==> src/hdl/stereo_linear_resampler_unit_assert.svh <==
// Assertion macros shared by the resampler RTL.
`ifndef STEREO_LINEAR_RESAMPLER_UNIT_ASSERT_SVH
`define STEREO_LINEAR_RESAMPLER_UNIT_ASSERT_SVH

`ifndef SYNTHESIS

// The consequent must hold in the same cycle as the antecedent.
`define SLRU_ASSERT_NOW(label, clk, rst_n, ante, cons) \
  label: assert property (@(posedge clk) disable iff (!rst_n) (ante) |-> (cons)) \
    else $error("resampler check failed");

// The consequent must hold in the cycle after the antecedent.
`define SLRU_ASSERT_NEXT(label, clk, rst_n, ante, cons) \
  label: assert property (@(posedge clk) disable iff (!rst_n) (ante) |=> (cons)) \
    else $error("resampler check failed");

`else

`define SLRU_ASSERT_NOW(label, clk, rst_n, ante, cons)
`define SLRU_ASSERT_NEXT(label, clk, rst_n, ante, cons)

`endif

`endif

==> src/hdl/slr_pkg.sv <==
package slr_pkg;

  localparam int STEP_W = 19;
  localparam logic [STEP_W-1:0] STEP_MIN = 19'd4096;

  localparam int SAMPLE_MAX = 32767;
  localparam int SAMPLE_MIN = -32768;

  // Configuration register indexes.
  localparam logic CFG_STEP_RATIO = 1'b0;
  localparam logic CFG_ENABLE     = 1'b1;

  typedef struct packed {
    logic load;
    logic emit;
    logic finish;
  } slr_cmd_t;

  typedef struct packed {
    logic phase_ge_one;
    logic sum_ge_one;
  } slr_status_t;

endpackage

==> src/hdl/slr_ctrl.sv <==
module slr_ctrl (
  input  logic                 clk,
  input  logic                 rst_n,
  input  logic                 in_valid,
  output logic                 in_stall,
  input  logic                 enable,
  output logic                 out_valid,
  input  logic                 out_stall,
  input  slr_pkg::slr_status_t status,
  output slr_pkg::slr_cmd_t    cmd
);

  typedef enum logic {
    ST_IDLE,
    ST_RUN
  } state_t;

  state_t state_r, state_nxt;
  logic   out_valid_r, out_valid_nxt;
  logic   out_free;

  assign out_free  = !out_valid_r || !out_stall;
  assign in_stall  = (state_r != ST_IDLE);
  assign out_valid = out_valid_r;

  always_comb begin
    cmd           = '0;
    state_nxt     = state_r;
    out_valid_nxt = out_valid_r && out_stall;
    unique case (state_r)
      ST_IDLE: begin
        // A frame taken while disabled is simply dropped.
        if (in_valid && enable) begin
          cmd.load  = 1'b1;
          state_nxt = ST_RUN;
        end
      end
      ST_RUN: begin
        if (status.phase_ge_one) begin
          cmd.finish = 1'b1;
          state_nxt  = ST_IDLE;
        end else if (out_free) begin
          cmd.emit      = 1'b1;
          out_valid_nxt = 1'b1;
          if (status.sum_ge_one) begin
            state_nxt = ST_IDLE;
          end
        end
      end
    endcase
  end

  always_ff @(posedge clk) begin
    if (!rst_n) begin
      state_r     <= ST_IDLE;
      out_valid_r <= 1'b0;
    end else begin
      state_r     <= state_nxt;
      out_valid_r <= out_valid_nxt;
    end
  end

endmodule

==> config.mk <==
export PLATFORM = sky130hd
export DESIGN_NAME = slr_ctrl
export DESIGN_NICKNAME = d
export VERILOG_FILES = /design/src/hdl/stereo_linear_resampler_unit_assert.svh /design/src/hdl/slr_pkg.sv /design/src/hdl/slr_ctrl.sv
export SDC_FILE = /design/constraint.sdc
export NUM_CORES = 1
export LEC_CHECK = 0
export ABC_AREA = 1
export BUFFER_PORTS_ARGS = -buffer_cell sky130_fd_sc_hd__clkbuf_2
export CORE_AREA = 10 10 47 49
export CTS_CLUSTER_SIZE = 30
export DETAILED_ROUTE_END_ITERATION = 10
export DIE_AREA = 0 0 57 59
export GPL_ROUTABILITY_DRIVEN = 0
export GPL_TIMING_DRIVEN = 0
export PLACE_DENSITY_LB_ADDON = 0.3
export SYNTH_ARGS = -nofsm -noshare
export SYNTH_HDL_FRONTEND = slang
export SYNTH_SLANG_ARGS = --single-unit
==> constraint.sdc <==
create_clock -name clk -period 1.1 [get_ports clk]
set_clock_uncertainty 0.15 [all_clocks]
set_input_delay 0.165 -clock clk [delete_from_list [all_inputs] [get_ports clk]]
set_output_delay 0.165 -clock clk [all_outputs]
set_load 0.02 [all_outputs]
* Yosys cells after proc, flatten, opt, wreduce, memory -nomap -nowiden
Cells that the tools add are included.
Word-level totals: bits in registers 2, input bits 7, output and inout port bits 5
Cells by class: bitwise logic cells 1, mux-type cells 13, reductions and logical operators 5
Operators with widths (count):
- 2-to-1 mux 1 bit | 11
- logical AND 1 bit | 2
- logical NOT 1 bit | 2
- 2-to-1 mux 2 bit | 1
- one-hot mux 1 bit (2 select lines) | 1
- logical OR 1 bit | 1
- NOT 1 bit | 1

* Longest topological paths before layout
depth after elaboration 5, mapped depth 4, mapped depth without buffers 4

* Worst setup path after synthesis
Ideal clock, no wire load.
path type reg2out, from register state_r (netlist: in_stall), to output port cmd[1] (netlist bit), data arrival time 1.018 ns, path slack -0.233 ns, stages on the path, launching flop included 5, cell sequence dfxtp_1 inv_1 nor2_2 inv_1 a21oi_1
RTL lines:
- start: declaration | RTL line slr_ctrl.sv:18 | state_t state_r, state_nxt;
- start signal: assignment | RTL line slr_ctrl.sv:58 | state_r <= state_nxt;
- end: declaration | RTL line slr_ctrl.sv:10 | output slr_pkg::slr_cmd_t cmd

==> impl_results.md <==
* Max-cap violation count at 0
* Max Fanout on Critical Path at 2
* Failing checks: negative setup slack
* CTS root buf: clkbuf_4
* Leak pwr at 0.000149 uW
* Final Util at between 20 and 25%
* Worst VDD drop at 0.199 mV
* Die width at roughly 57 um
* P&R area growth vs syn at 202%
* Clock Latency Late Sink at 0.22 ns
* Cell Area, Synth at around 100 um2
* Place WS at -0.0471 ns
* Reg power frac at roughly 25%
* Initial antenna violation count at 0
* First-pass GRT wire length at about 720 um
* Compound-gate portion of the synthesized area at ~15%
* WHS Path Cells at 3
* # fillers at ~170
* Pins Over Slew Limit at 0
* Clock slew at reported path FFs at about 0.03 ns
* WL final at about 440 um
* Vias per Instance at roughly 3
* Unrepaired setup endpoints after global routing: true
* Diodes inserted at 0
* Num CTS Buffers at 3
* Busiest grt layer: met2
* Final Instance Area at 303 um2
* Port buffer count at 11
* Ports at 12
* Placement Rows at 14
* Core ar. at 0.00140 mm2
* Number of global-route vias before repair at around 190
* Max Freq at 0.783 GHz
* Synthesized flop and latch total at 2
* CP endpoint kind: primary output
* Cell-internal power at 237 uW
* Gate power share at a little under a quarter
* Distinct cell type count after synthesis at 6
* Overall Power at approximately 310 uW
* CP Class: flip-flop to primary output
* CTS tree: done
* XOR/XNOR Fraction of Synth Area at 0%
* R2R depth at 5
* Met3 Usage GRT at ~2.1%
* Remaining DRCs at 0
* Period utilization at 116%
* Yosys warning count at 0
* Post-synthesis mux area share at 0%
* Vias at 150
* Die Ht at approximately 59 um
* Worst setup slack after layout at -0.177 ns
* Cell count after synthesis at 16
* Num Clock Sinks at 2
* Initial DRC Count at 0
* Final global-route overflow total at 0
* WL/cell at 8.74 um
* Die area at between 0.003 and 0.004 mm2
* Placed Area at 188 um2
* Pin count of the biggest net entering global routing at 4
* Syn avg cell area at 6.26 um2
* Switching power share of the total at between 20% and 30%
* Share of post-route cells with drive strength above 1 at roughly four fifths
* Psw at 76.3 uW
* Nets@finish at 43
* Simple-gate area share of the yosys netlist at 26.3%
* Main combinational cell family by area after synthesis: simple AND/OR/NAND/NOR gates
* Min Tclk post-route at 1.28 ns
* H-tree Lvls at 1
* Hold Crit Class: primary input to flip-flop
* Register area at about 41 um2
* Met2 Use GR at about 4.5%
* Hold_buf cts at 0
* Critical Path AT at between 0.9 and 1 ns
* Pwr per Cell Area at ~1000 mW/mm2
* Status: complete, but fails checks
* Post-synthesis sequential area ratio at about two fifths
* Multi-input logic area at between 70 and 80 um2
* Worst slew pin tran at 0.161 ns
* Initial core utilization at under 10%
* Syn nets at 23
* Met1 usage at under 10%
* GRT Util Overall at under 10%
* Post-DRT Antenna Nets at 0
* Drt first pass iters at 1
* Crit start category: flip-flop
* Hold Vio Cnt, Final at 0
* Detail Placement HPWL at roughly 350 um
* WP data required at approximately 0.8 ns
* Max clock buf depth at 2
* Clock power frac at between 50% and 60%
* Share of synthesized cell area in full adder, half adder and majority cells at 0%
* Final Setup Violations at 5
* Worst slew margin relative to its limit at a little under 90%
## layer usage
metal	up-vias	wire length, um
met5	-	0
met4	0	0
met1	62	146
met2	4	256
li1	84	-
met3	0	34
## worst max-delay path, stage by stage (launching register included)
cell and delay, ns:
dfxtp_2 0.32, inv_2 0.05, nor2_4 0.08, inv_2 0.05, a21oi_4 0.12, buf_8 0.12
## path summary, 6_finish.rpt
path	startpoint	endpoint	slack, ns
max	in_stall	cmd[1]	-0.18
min	rst_n	in_stall	0.02
max reg2reg	in_stall	in_stall	0.08
min reg2reg	out_valid	out_valid	0.38
## what timing repair did
item                                    in CTS  in global routing
endpoints found under the setup margin       4                  5
setup buffers                                2                  2
resized for setup                           11                 11
pin swaps                                    1                  1
## Yosys cell counts
library cell,instances,area (um2)
a21oi_1,3,15.0
dfxtp_1,2,40.0
inv_1,5,18.8
nand2_1,4,15.0
nand3_1,1,5.00
nor2_2,1,6.26
## metrics by stage
stage	setup TNS, ns	cells	hold slack (ns)
2_1_floorplan	0	16	0.139
3_5_place_dp	-0.0471	43	0.255
3_3_place_gp	-0.0495	43	0.257
5_1_grt	-0.820	50	0.0250
6_report	-0.620	50	0.0179
4_1_cts	-0.756	48	0.0147
## power by group through the flow
stage	Clock, uW	Sequential, uW	Combinational, uW
finish	160	78.7	74.9
global placement	0	79.8	42.2
detailed placement	0	79.8	42.2
floorplan	0	83.1	17.3
CTS	174	78.8	58.8
global route	173	78.9	81.3
## placed cells by master (no fill, tap or decap)
cell type and instances:
a21oi_1 2, a21oi_4 1, buf_4 3, buf_6 2
buf_8 3, clkbuf_2 6, clkbuf_4 4, dfxtp_1 1
dfxtp_2 1, inv_1 1, inv_2 4, nand2_1 3
nand2_2 1, nand3_4 1, nor2_4 1
## sequential cells by signal, summed over array words and instances (netlist names)
register and flops:
in_stall 1, out_valid 1
## layout make-up
class,instances,area share [%]
Timing Repair Buffer,15,42.1
Multi-Input combinational cell,9,24.0
Sequential cell,2,13.6
Clock buffer,3,7.44
Tap cell,16,6.61
Inverter,5,6.20
## logic make-up after synthesis
logic type,Yosys count
simple gates,6
flops,2
compound gates,3
buf+inv,5
(Power assumes the default switching activity.)
